==> config.mk <==
export PLATFORM = sky130hd
export DESIGN_NAME = nibble_escape_framer_core
export DESIGN_NICKNAME = d
export VERILOG_FILES = /design/src/nef_pkg.sv /design/src/nef_front.sv /design/src/nef_queue.sv /design/src/nef_back.sv /design/src/nibble_escape_framer_core.sv
export SDC_FILE = /design/constraint.sdc
export NUM_CORES = 1
export LEC_CHECK = 0
export BUFFER_PORTS_ARGS = -buffer_cell sky130_fd_sc_hd__clkbuf_2
export CORE_MARGIN = 2
export CORE_UTILIZATION = 45
export CTS_CLUSTER_SIZE = 14
export DETAILED_ROUTE_END_ITERATION = 10
export PLACE_DENSITY_LB_ADDON = 0.05
export RECOVER_POWER = 25
export SLEW_MARGIN = 20
export SYNTH_ARGS = -nofsm -noshare
export SYNTH_HDL_FRONTEND = slang
export SYNTH_SLANG_ARGS = --single-unit
==> constraint.sdc <==
create_clock -name i_clk -period 20 [get_ports i_clk]
set_clock_uncertainty 0.2 [all_clocks]
set_input_delay 2 -clock i_clk [delete_from_list [all_inputs] [get_ports i_clk]]
set_output_delay 2 -clock i_clk [all_outputs]
set_load 0.02 [all_outputs]
==> src/nef_pkg.sv <==
// Shared types, constants and the escape rule of the nibble escape framer.
package nef_pkg;

    // Fixed sizes of the framing scheme
    localparam int unsigned PREAMBLE_LEN_DEF = 10;
    localparam int unsigned MAX_RESULTS      = 17;
    localparam int unsigned MAX_NIBS         = 9;   // start, two escaped nibbles, end pair
    localparam int unsigned PRE_W            = 7;   // holds any preamble length up to 127
    localparam int unsigned CFG_IDX_W        = 3;
    localparam int unsigned CFG_DATA_W       = 4;

    // Register indexes of the configuration port
    typedef enum logic [CFG_IDX_W-1:0] {
        REG_ESCAPE_ONE   = 3'd0,
        REG_ESCAPE_TWO   = 3'd1,
        REG_ESCAPE_THREE = 3'd2,
        REG_START_CODE   = 3'd3,
        REG_END_CODE     = 3'd4
    } t_reg_idx;

    // One configuration write
    typedef struct packed {
        logic                  we;
        logic [CFG_IDX_W-1:0]  idx;
        logic [CFG_DATA_W-1:0] data;
    } t_cfg_wr;

    // Escape nibbles to place ahead of one data nibble
    typedef struct packed {
        logic [1:0] cnt;
        logic [3:0] n0;
        logic [3:0] n1;
    } t_esc;

    // One classified byte: preamble length and the nibbles that follow it
    typedef struct packed {
        logic [PRE_W-1:0]           pre;
        logic [3:0]                 cnt;
        logic [MAX_NIBS-1:0][3:0]   nib;
    } t_job;

    // Prioritized escape rule for nibble c after predecessor p
    function automatic t_esc esc_rule(input logic [3:0] p, input logic [3:0] c,
                                      input logic [3:0] e1, input logic [3:0] e2,
                                      input logic [3:0] e3, input logic [3:0] en);
        t_esc r;
        r = '0;
        if (c == p && c == e1) begin
            r.cnt = 2'd1; r.n0 = e2;
        end else if (c == p && c == e2) begin
            r.cnt = 2'd1; r.n0 = e1;
        end else if (c == p && c == e3) begin
            r.cnt = 2'd1; r.n0 = e1;
        end else if (p == e1 && c == e2) begin
            r.cnt = 2'd2; r.n0 = e3; r.n1 = e1;
        end else if (p == e1 && c == e3) begin
            r.cnt = 2'd1; r.n0 = e2;
        end else if (p == e2 && c == e1) begin
            r.cnt = 2'd2; r.n0 = e3; r.n1 = e2;
        end else if (p == e2 && c == e3) begin
            r.cnt = 2'd1; r.n0 = e1;
        end else if (p == e3 && c == e1) begin
            r.cnt = 2'd1; r.n0 = e2;
        end else if (p == e3 && c == e2) begin
            r.cnt = 2'd1; r.n0 = e1;
        end else if (c == e1) begin
            r.cnt = 2'd1; r.n0 = e2;
        end else if (c == e2) begin
            r.cnt = 2'd1; r.n0 = e1;
        end else if (c == e3) begin
            r.cnt = 2'd1; r.n0 = e1;
        end else if (c == en && p == e1) begin
            r.cnt = 2'd1; r.n0 = e2;
        end else if (c == en && p == e2) begin
            r.cnt = 2'd1; r.n0 = e1;
        end else if (c == en) begin
            r.cnt = 2'd1; r.n0 = e1;
        end else if (c == p) begin
            r.cnt = 2'd1; r.n0 = e3;
        end
        return r;
    endfunction

endpackage

==> src/nef_front.sv <==
// Front end: configuration registers, byte acceptance and classification into a job.
module nef_front #(
    parameter int unsigned PREAMBLE_LEN = nef_pkg::PREAMBLE_LEN_DEF
) (
    input  logic            i_clk,
    input  logic            i_rst_n,
    input  nef_pkg::t_cfg_wr i_cfg,
    input  logic            i_in_valid,
    output logic            o_in_ready,
    input  logic [7:0]      i_data_byte,
    input  logic            i_first_byte,
    input  logic            i_last_byte,
    input  logic            i_full,
    output logic            o_push,
    output nef_pkg::t_job   o_job
);
    import nef_pkg::*;

    logic [3:0] r_esc1, r_esc2, r_esc3, r_start, r_end;
    logic [3:0] r_prev;

    logic [3:0] w_hi, w_lo, w_p_hi;
    t_esc       w_esc_hi, w_esc_lo;
    logic [4:0] w_keep;
    logic [PRE_W-1:0] w_keep_w, w_pre_par;

    assign w_hi   = i_data_byte[7:4];
    assign w_lo   = i_data_byte[3:0];
    assign w_p_hi = i_first_byte ? r_start : r_prev;

    assign w_esc_hi = esc_rule(w_p_hi, w_hi, r_esc1, r_esc2, r_esc3, r_end);
    assign w_esc_lo = esc_rule(w_hi, w_lo, r_esc1, r_esc2, r_esc3, r_end);

    assign w_pre_par = PRE_W'(PREAMBLE_LEN);

    // Accept whenever the queue has room
    assign o_in_ready = !i_full;
    assign o_push     = i_in_valid && !i_full;

    // Pack start, escapes, data and end nibbles in order
    always_comb begin
        logic [3:0] idx;
        idx       = '0;
        o_job.nib = '0;
        if (i_first_byte) begin
            o_job.nib[idx] = r_start; idx = idx + 4'd1;
        end
        if (w_esc_hi.cnt != 2'd0) begin
            o_job.nib[idx] = w_esc_hi.n0; idx = idx + 4'd1;
        end
        if (w_esc_hi.cnt == 2'd2) begin
            o_job.nib[idx] = w_esc_hi.n1; idx = idx + 4'd1;
        end
        o_job.nib[idx] = w_hi; idx = idx + 4'd1;
        if (w_esc_lo.cnt != 2'd0) begin
            o_job.nib[idx] = w_esc_lo.n0; idx = idx + 4'd1;
        end
        if (w_esc_lo.cnt == 2'd2) begin
            o_job.nib[idx] = w_esc_lo.n1; idx = idx + 4'd1;
        end
        o_job.nib[idx] = w_lo; idx = idx + 4'd1;
        if (i_last_byte) begin
            if (w_lo == r_end) begin
                o_job.nib[idx] = r_esc3; idx = idx + 4'd1;
            end
            o_job.nib[idx] = r_end; idx = idx + 4'd1;
        end
        o_job.cnt = idx;

        // Trim the preamble so that the whole byte fits the result limit
        w_keep   = 5'(MAX_RESULTS) - {1'b0, idx};
        w_keep_w = PRE_W'(w_keep);
        if (!i_first_byte) begin
            o_job.pre = '0;
        end else if (w_pre_par < w_keep_w) begin
            o_job.pre = w_pre_par;
        end else begin
            o_job.pre = w_keep_w;
        end
    end

    // Configuration registers
    always_ff @(posedge i_clk) begin
        if (!i_rst_n) begin
            r_esc1  <= 4'd1;
            r_esc2  <= 4'd2;
            r_esc3  <= 4'd3;
            r_start <= 4'd4;
            r_end   <= 4'd5;
        end else if (i_cfg.we) begin
            unique case (i_cfg.idx)
                REG_ESCAPE_ONE:   r_esc1  <= i_cfg.data;
                REG_ESCAPE_TWO:   r_esc2  <= i_cfg.data;
                REG_ESCAPE_THREE: r_esc3  <= i_cfg.data;
                REG_START_CODE:   r_start <= i_cfg.data;
                REG_END_CODE:     r_end   <= i_cfg.data;
                default: ;
            endcase
        end
    end

    // Track the low nibble of the last accepted byte
    always_ff @(posedge i_clk) begin
        if (!i_rst_n) begin
            r_prev <= 4'd4;
        end else if (o_push) begin
            r_prev <= w_lo;
        end
    end

endmodule

==> src/nef_queue.sv <==
// Two-entry job queue between the front end and the nibble sequencer.
module nef_queue (
    input  logic          i_clk,
    input  logic          i_rst_n,
    input  logic          i_push,
    input  nef_pkg::t_job i_job,
    input  logic          i_pop,
    output logic          o_full,
    output logic          o_empty,
    output nef_pkg::t_job o_head
);
    import nef_pkg::*;

    t_job       r_mem [2];
    logic       r_wr, r_rd;
    logic [1:0] r_count;

    assign o_full  = (r_count == 2'd2);
    assign o_empty = (r_count == 2'd0);
    assign o_head  = r_mem[r_rd];

    // Store pushed jobs
    always_ff @(posedge i_clk) begin
        if (i_push) begin
            r_mem[r_wr] <= i_job;
        end
    end

    // Advance pointers and occupancy
    always_ff @(posedge i_clk) begin
        if (!i_rst_n) begin
            r_wr    <= 1'b0;
            r_rd    <= 1'b0;
            r_count <= 2'd0;
        end else begin
            if (i_push) r_wr <= ~r_wr;
            if (i_pop)  r_rd <= ~r_rd;
            case ({i_push, i_pop})
                2'b10:   r_count <= r_count + 2'd1;
                2'b01:   r_count <= r_count - 2'd1;
                default: r_count <= r_count;
            endcase
        end
    end

    a_no_overflow: assert property (@(posedge i_clk) disable iff (!i_rst_n)
        !(i_push && o_full)) else $error("push into full queue");
    a_no_underflow: assert property (@(posedge i_clk) disable iff (!i_rst_n)
        !(i_pop && o_empty)) else $error("pop from empty queue");
    a_count_range: assert property (@(posedge i_clk) disable iff (!i_rst_n)
        r_count != 2'd3) else $error("queue count out of range");

endmodule

==> src/nef_back.sv <==
// Back end: walks the head job nibble by nibble into the output register.
module nef_back (
    input  logic          i_clk,
    input  logic          i_rst_n,
    input  logic          i_empty,
    input  nef_pkg::t_job i_head,
    output logic          o_pop,
    output logic          o_out_valid,
    input  logic          i_out_ready,
    output logic [3:0]    o_out_nibble,
    output logic          o_run_end
);
    import nef_pkg::*;

    logic [PRE_W-1:0] r_pre_cnt;
    logic [3:0]       r_idx;
    logic             r_out_valid;
    logic [3:0]       r_out_nibble;
    logic             r_run_end;

    logic w_emit, w_in_pre, w_last;

    assign w_emit   = !i_empty && (!r_out_valid || i_out_ready);
    assign w_in_pre = r_pre_cnt < i_head.pre;
    assign w_last   = !w_in_pre && (r_idx == i_head.cnt - 4'd1);
    assign o_pop    = w_emit && w_last;

    // Step through preamble, then the packed nibbles
    always_ff @(posedge i_clk) begin
        if (!i_rst_n) begin
            r_pre_cnt <= '0;
            r_idx     <= '0;
        end else if (w_emit) begin
            if (w_in_pre) begin
                r_pre_cnt <= r_pre_cnt + PRE_W'(1);
            end else if (w_last) begin
                r_pre_cnt <= '0;
                r_idx     <= '0;
            end else begin
                r_idx <= r_idx + 4'd1;
            end
        end
    end

    // Output register: load on emit, drop after transfer
    always_ff @(posedge i_clk) begin
        if (!i_rst_n) begin
            r_out_valid <= 1'b0;
        end else if (w_emit) begin
            r_out_valid <= 1'b1;
        end else if (i_out_ready) begin
            r_out_valid <= 1'b0;
        end
    end

    always_ff @(posedge i_clk) begin
        if (w_emit) begin
            r_out_nibble <= w_in_pre ? 4'd0 : i_head.nib[r_idx];
            r_run_end    <= w_last;
        end
    end

    assign o_out_valid  = r_out_valid;
    assign o_out_nibble = r_out_nibble;
    assign o_run_end    = r_run_end;

    a_pop_marks_end: assert property (@(posedge i_clk) disable iff (!i_rst_n)
        o_pop |=> (o_out_valid && o_run_end)) else $error("job end not flagged");
    a_pre_is_zero: assert property (@(posedge i_clk) disable iff (!i_rst_n)
        (w_emit && w_in_pre) |=> (o_out_nibble == 4'd0 && !o_run_end))
        else $error("bad preamble nibble");
    a_idx_range: assert property (@(posedge i_clk) disable iff (!i_rst_n)
        r_idx < 4'(MAX_NIBS)) else $error("nibble index out of range");

endmodule

==> src/nibble_escape_framer_core.sv <==
// Top level of the nibble escape framer: front end, job queue and nibble sequencer.
//
// Input channel (i_in_valid / o_in_ready) takes one packet byte per transfer with
// its first/last flags. A byte that opens a packet gets up to PREAMBLE_LEN zero
// nibbles and the start code ahead of its data; a byte that closes a packet gets
// the end code (with an escape when needed) after it. Data nibbles are escaped
// against their predecessor, the three escape codes and the end code.
// Output channel (o_out_valid / i_out_ready) carries one nibble per transfer;
// o_run_end marks the last nibble of each byte.
// The first nibble of a byte is loaded into the output register once the byte
// reaches the queue head. The sequencer sets a rate of one nibble per cycle while
// the receiver is ready; a byte is 2 to 9 nibbles plus its preamble on packet
// start, and never more than 17 nibbles, since the preamble is cut to fit that limit.
// The two-entry queue lets the next bytes be taken while one is sent.
// Configuration writes (i_cfg_we) are taken in any cycle and must come while idle.
// Reset restores default codes, empties the queue and sets the previous nibble
// to the start code. When the receiver stalls, the output register holds and the
// queue fills; o_in_ready drops once two bytes wait.
module nibble_escape_framer_core #(
    parameter int unsigned PREAMBLE_LEN = nef_pkg::PREAMBLE_LEN_DEF
) (
    input  logic                              i_clk,
    input  logic                              i_rst_n,
    input  logic                              i_cfg_we,
    input  logic [nef_pkg::CFG_IDX_W-1:0]     i_cfg_index,
    input  logic [nef_pkg::CFG_DATA_W-1:0]    i_cfg_data,
    input  logic                              i_in_valid,
    output logic                              o_in_ready,
    input  logic [7:0]                        i_data_byte,
    input  logic                              i_first_byte,
    input  logic                              i_last_byte,
    output logic                              o_out_valid,
    input  logic                              i_out_ready,
    output logic [3:0]                        o_out_nibble,
    output logic                              o_run_end
);
    import nef_pkg::*;

    t_cfg_wr w_cfg;
    t_job    w_job, w_head;
    logic    w_push, w_pop, w_full, w_empty;

    assign w_cfg.we   = i_cfg_we;
    assign w_cfg.idx  = i_cfg_index;
    assign w_cfg.data = i_cfg_data;

    nef_front #(.PREAMBLE_LEN(PREAMBLE_LEN)) u_front (
        .i_clk        (i_clk),
        .i_rst_n      (i_rst_n),
        .i_cfg        (w_cfg),
        .i_in_valid   (i_in_valid),
        .o_in_ready   (o_in_ready),
        .i_data_byte  (i_data_byte),
        .i_first_byte (i_first_byte),
        .i_last_byte  (i_last_byte),
        .i_full       (w_full),
        .o_push       (w_push),
        .o_job        (w_job)
    );

    nef_queue u_queue (
        .i_clk   (i_clk),
        .i_rst_n (i_rst_n),
        .i_push  (w_push),
        .i_job   (w_job),
        .i_pop   (w_pop),
        .o_full  (w_full),
        .o_empty (w_empty),
        .o_head  (w_head)
    );

    nef_back u_back (
        .i_clk        (i_clk),
        .i_rst_n      (i_rst_n),
        .i_empty      (w_empty),
        .i_head       (w_head),
        .o_pop        (w_pop),
        .o_out_valid  (o_out_valid),
        .i_out_ready  (i_out_ready),
        .o_out_nibble (o_out_nibble),
        .o_run_end    (o_run_end)
    );

endmodule
-- Word level (Yosys, flattened, before mapping)
Memory sizes are Yosys's and may differ from the RTL's. A register that Yosys moved wholly into a read port is not among the register bits.
Cells that the tools add are included.
- $add $sub $neg: 14
- $lt $le $gt $ge: 19
- equality and inequality tests: 23
- muxes and demuxes: 97
- bitwise logic cells: 3
- reduce and logical (&&, ||, !) cells: 53
- operator list (kind ; count):
    $bwmux W36 ; 8
    $mux W36 ; 7
    $mux W6 ; 26
    $demux W4 S4 ; 8
    $mux W4 ; 29
    $eq A4 B4 Y1 ; 14
    $lt A4 B5 Y1 const B ; 8
    $logic_and A1 B1 Y1 ; 34
    $add A4 B1 Y4 const B ; 8
    $ge A4 B1 Y1 const B ; 7
    $mux W5 ; 5
    $mux W7 ; 3
    $mux W10 ; 2
    $bmux W4 S4 ; 1
    $reduce_and A2 Y1 ; 7
    $reduce_bool A2 Y1 ; 5
    $eq A2 B2 Y1 const B ; 4
    $add A7 B1 Y7 const B ; 1
    $lt A7 B7 Y1 ; 1
    $mux W1 ; 7
    $eq A3 B2 Y1 const B ; 2
    $lt A1 B5 Y1 const B ; 1
    $lt A4 B5 Y1 const A ; 1
    $sub A5 B4 Y5 const A ; 1
    14 further kinds ; 19
- register bits after elaboration: 45
- bits in writable memories: 94
- bits of input ports: 22
- memories: 1
- memories (name ; depth ; bits a word ; read ports ; clocked after memory_dff ; wr ports ; RTL line ; RTL):
    u_queue.r_mem ; 2 ; 47 ; 1 ; 1 ; 1 ; nef_queue.sv:14 ; t_job r_mem [2];

-- Longest topological paths before layout
- word-level depth: 37
- depth in mapped cells: 30

-- By module
Synthesis repeated with hierarchy kept, for this count alone.
- cell total of the unflattened synthesis: 1188
- area, all modules: 10996.8 um^2
- modules (own cells, without submodules) (module ; instances ; cells each ; area an instance (um^2) ; sequential area each (um^2)):
    nef_front ; 1 ; 880 ; 6049.6 ; 480.5
    nef_queue ; 1 ; 168 ; 3601.0 ; 2922.8
    nef_back ; 1 ; 140 ; 1346.3 ; 390.4

-- Least setup slack after synthesis
Ideal clock, no wire load.
- kind: input -> register
- start point: in i_first_byte
- end point: mem u_queue.r_mem[0][42] in the netlist's numbering (data pin)
- arrival time: 7409 ps
- setup slack: 12234 ps
- stages: 30
- cells stage by stage: buf_6 -> mux2i_2 -> xnor2_1 -> or4_1 -> buf_2 -> nor2_4 -> a311oi_2 -> nand2_4 -> inv_1 -> ha_1 -> mux2i_1 -> ha_1 -> o211ai_1 -> or3_1 -> clkbuf_1 -> o21a_1 -> inv_2 -> ha_1 -> nand2_1 -> o31ai_1 -> nor2_1 -> buf_1 -> xnor2_1 -> nand2_1 -> o21ai_0 -> inv_1 -> ha_1 -> nor4b_1 -> o21ai_0 -> a21oi_1
- RTL lines (element ; RTL line ; RTL):
    from (decl) ; nibble_escape_framer_core.sv:30 ; input logic i_first_byte,
    to (decl) ; nef_queue.sv:14 ;

==> flow_metrics.tcl <==
set metrics [dict create \
    netlist-cell-type-count 96 \
    syn_to_final_growth_pct 8.278 \
    fin_crit_ps 9034 \
    io_buffer_count 28 \
    drive_gt1_share_pct 12.97 \
    rr_startpoint "u_front.r_esc1[1]" \
    root_buffer "clkbuf_16" \
    dp_hpwl_um 23090 \
    drc 0 \
    drtIter0Drc 884 \
    fin_tns_setup_ps 0 \
    synth_edf_count 95 \
    syn-cell-area_um2 10290 \
    min-delay-path-class "flip-flop to flip-flop" \
    cts_tree "built" \
    outcome "complete, but fails checks" \
    setup_violations 0 \
    cts.repair.resized 0 \
    cp-end-kind "flip-flop" \
    startpoint_type "input pin" \
    slew_viol_final 46 \
    reg2reg_to "u_queue.r_mem[1][42]" \
    dieArea_um2 24100 \
    max-vdd-ir-drop_mv 0.05466 \
    path_clk_slew_ps 70 \
    drv_cap 1 \
    min_path_cells 2 \
    hold_start "u_front.r_prev[0]" \
    hold-path-endpoint "u_front.r_prev[0]" \
    grt_pass1_vias 8378 \
    htree_levels 4 \
    syn_area_per_cell_um2 9.522 \
    insertion_delay_ps 420 \
    r2r_cells 24 \
    initial_utilization_pct 45.60 \
    grt_pass1_wl_um 50180 \
    dieWidth_um 155.2 \
    drt_pass1_iterations 7 \
    critPathMaxFanout 19 \
    ys_warn_count 0 \
    rsz0062_at_grt "false" \
    coreArea_um2 22570 \
    rrSetupSlack_ps 12520 \
    antenna_found_initial 0 \
    synth_seq_cells 136 \
    chipHeight_um 155.2 \
    ctsHoldBuffers 0 \
    required_ps 20050 \
    grt_max_degree 56 \
    post_cts_buffers 0 \
    fp-row-count 55 \
    ys.flop_type "edfxtp_1" \
    antenna_cells 0 \
    final_nets 1117 \
    period_share_pct 45.17 \
    grt_util_all_layers_pct 27.19 \
    yosysSeqAreaShare_pct 35.69 \
    cts.path.max_buffers 2 \
    slew_headroom_pct -86.86 \
    hold_viol 0 \
    num_vias 8674 \
    leakage_uw 0.003841 \
    setup.worst_path.class "input pin to flip-flop" \
    crit_arrival_ps 9080 \
    final_util_pct 49.38 \
    wl_per_cell_um 23.72 \
    place_congestion 0.9590 \
    tightest_slew_ps 2803 \
    netlist_instances 1081 \
    grt-ovfl-total 0 \
    cts_sinks 136 \
    viasPerCell 6.359 \
    pin_count 29 \
    violations "capacitance limit, slew limit" \
    cts_made_buffers 17 \
    async_reset_ff_share_pct 0 \
    fmax_ghz 0.1107 \
    ant_nets 0 \
    wirelength_um 32360 \
    p_per_area_nw_per_um2 87.42 \
]
final cells by class:
| class | count | area [µm²] |
|---|---|---|
| clock buffers | 19 | 464.2 |
| clock inverters | 13 | 126.4 |
| fillers | 2132 | 11430 |
| inverters | 33 | 123.9 |
| multi-input cells | 838 | 6185 |
| flip-flops and latches | 136 | 3675 |
| well taps | 285 | 356.6 |
| repair buffers | 40 | 215.2 |
registers in the layout, summed over array words and instances (netlist names), named ones only:
signal	cells
u_back.o_out_nibble	4
u_queue.r_mem	90
u_front.r_esc2	4
u_front.r_esc1	4
u_front.r_esc3	4
u_back.r_idx	4
u_back.o_out_valid	1
u_queue.r_rd	1
u_front.r_end	4
u_front.r_prev	4
u_queue.r_wr	1
u_queue.r_count	2
u_front.r_start	4
u_back.r_pre_cnt	7
u_back.o_run_end	1
layer usage:
metal | up-vias | routed length [µm] | part of all wire, % | global-route usage, %
met3 | 65 | 1639 | 5.1 | 3.426
met1 | 4158 | 14710 | 45 | 37.38
li1 | 4120 | - | - | -
met5 | - | 0 | 0 | 0
met2 | 331 | 14940 | 46 | 44.17
met4 | 0 | 1067 | 3.3 | 10.09
cell usage in the layout (no fill, tap or decap), types with 18 or more instances in the layout:
cell type,count
nand2_1,77
clkbuf_16,18
mux2i_1,40
edfxtp_1,95
a22o_1,36
xnor2_1,53
clkbuf_2,19
inv_1,30
nor3_1,18
o21ai_0,53
mux4_2,20
a21oi_1,57
ha_1,29
dfxtp_1,40
nor2_1,78
nor2b_1,24
nand4_1,22
nand3_1,28
worst max-delay path by stage:
stage / from / endpoint / depth (start not counted)
after detailed placement: i_first_byte / u_queue.r_mem[0][42] / 25
after floorplan: i_first_byte / u_queue.r_mem[0][42] / 30
final: i_first_byte / u_queue.r_mem[1][42] / 25
after global placement: i_first_byte / u_queue.r_mem[0][42] / 25
after global routing: i_first_byte / u_queue.r_mem[1][42] / 25
after CTS: i_first_byte / u_queue.r_mem[1][42] / 25
where the power goes:
part           leakage [µW]  switching (µW)  internal, µW  total, µW
logic               0.00231             190           111        302
registers           0.00124            12.5           348        361
clock network      0.000291             136           176        312
metrics by stage:
stage,setup slack (ps),std cells,cell area (µm²),hold slack (ps),total power (µW)
after floorplan,12230,1082,10300,236.9,584.6
after global placement,10790,1332,10580,278.4,660.9
after detailed placement,10780,1332,10580,290.8,663.5
after CTS,11190,1364,11170,299.4,977.6
after global routing,10570,1364,11150,327.2,1023
final,10970,1364,11150,301.5,974.4
synthesized netlist by cell type (12+ instances only):
master | count | area [µm²]
nand4_1 | 22 | 137.6
a21oi_1 | 57 | 285.3
buf_2 | 18 | 90.09
nor3_1 | 18 | 90.09
nand3_1 | 28 | 140.1
edfxtp_1 | 95 | 2853
xnor2_1 | 53 | 464.2
ha_1 | 29 | 362.9
nand2_1 | 77 | 289.0
o211ai_1 | 17 | 127.6
clkbuf_1 | 42 | 157.7
a22o_1 | 36 | 315.3
nor2b_1 | 24 | 150.1
mux4_2 | 20 | 450.4
a211oi_1 | 13 | 97.59
inv_1 | 30 | 112.6
a221oi_1 | 14 | 122.6
a22oi_1 | 14 | 105.1
o21ai_0 | 53 | 265.3
xor2_1 | 15 | 131.4
o22ai_1 | 16 | 100.1
mux2i_1 | 40 | 400.4
and2_1 | 16 | 100.1
nor2_1 | 79 | 296.5
dfxtp_1 | 41 | 820.8
and3_1 | 12 | 75.07
worst max-delay path, cell delays in order:
cell	delay (ps)
clkbuf_2	410
mux2i_2	420
xnor2_1	160
nor4_2	700
nor4_1	170
a311oi_2	520
nand2_4	210
inv_1	120
ha_1	240
mux2i_1	270
inv_1	130
o21ai_0	530
ha_1	420
xor2_1	350
or3_1	170
a21oi_1	100
nor2_1	710
xnor2_1	230
nand2_1	70
o21ai_0	190
inv_1	90
ha_1	210
nor4b_1	290
o21ai_0	140
a21oi_1	200
cell families after synthesis:
group | count (synthesis) | share of synthesized area (%)
compound gates | 326 | 22.73
xor+xnor | 71 | 6.369
fa+ha+maj | 29 | 3.525
buf+inv | 108 | 4.461
flops | 136 | 35.69
mux | 71 | 9.566
other cells | 1 | 0.03643
simple gates | 339 | 17.62
Note: power is estimated with default switching activity, not from simulation.
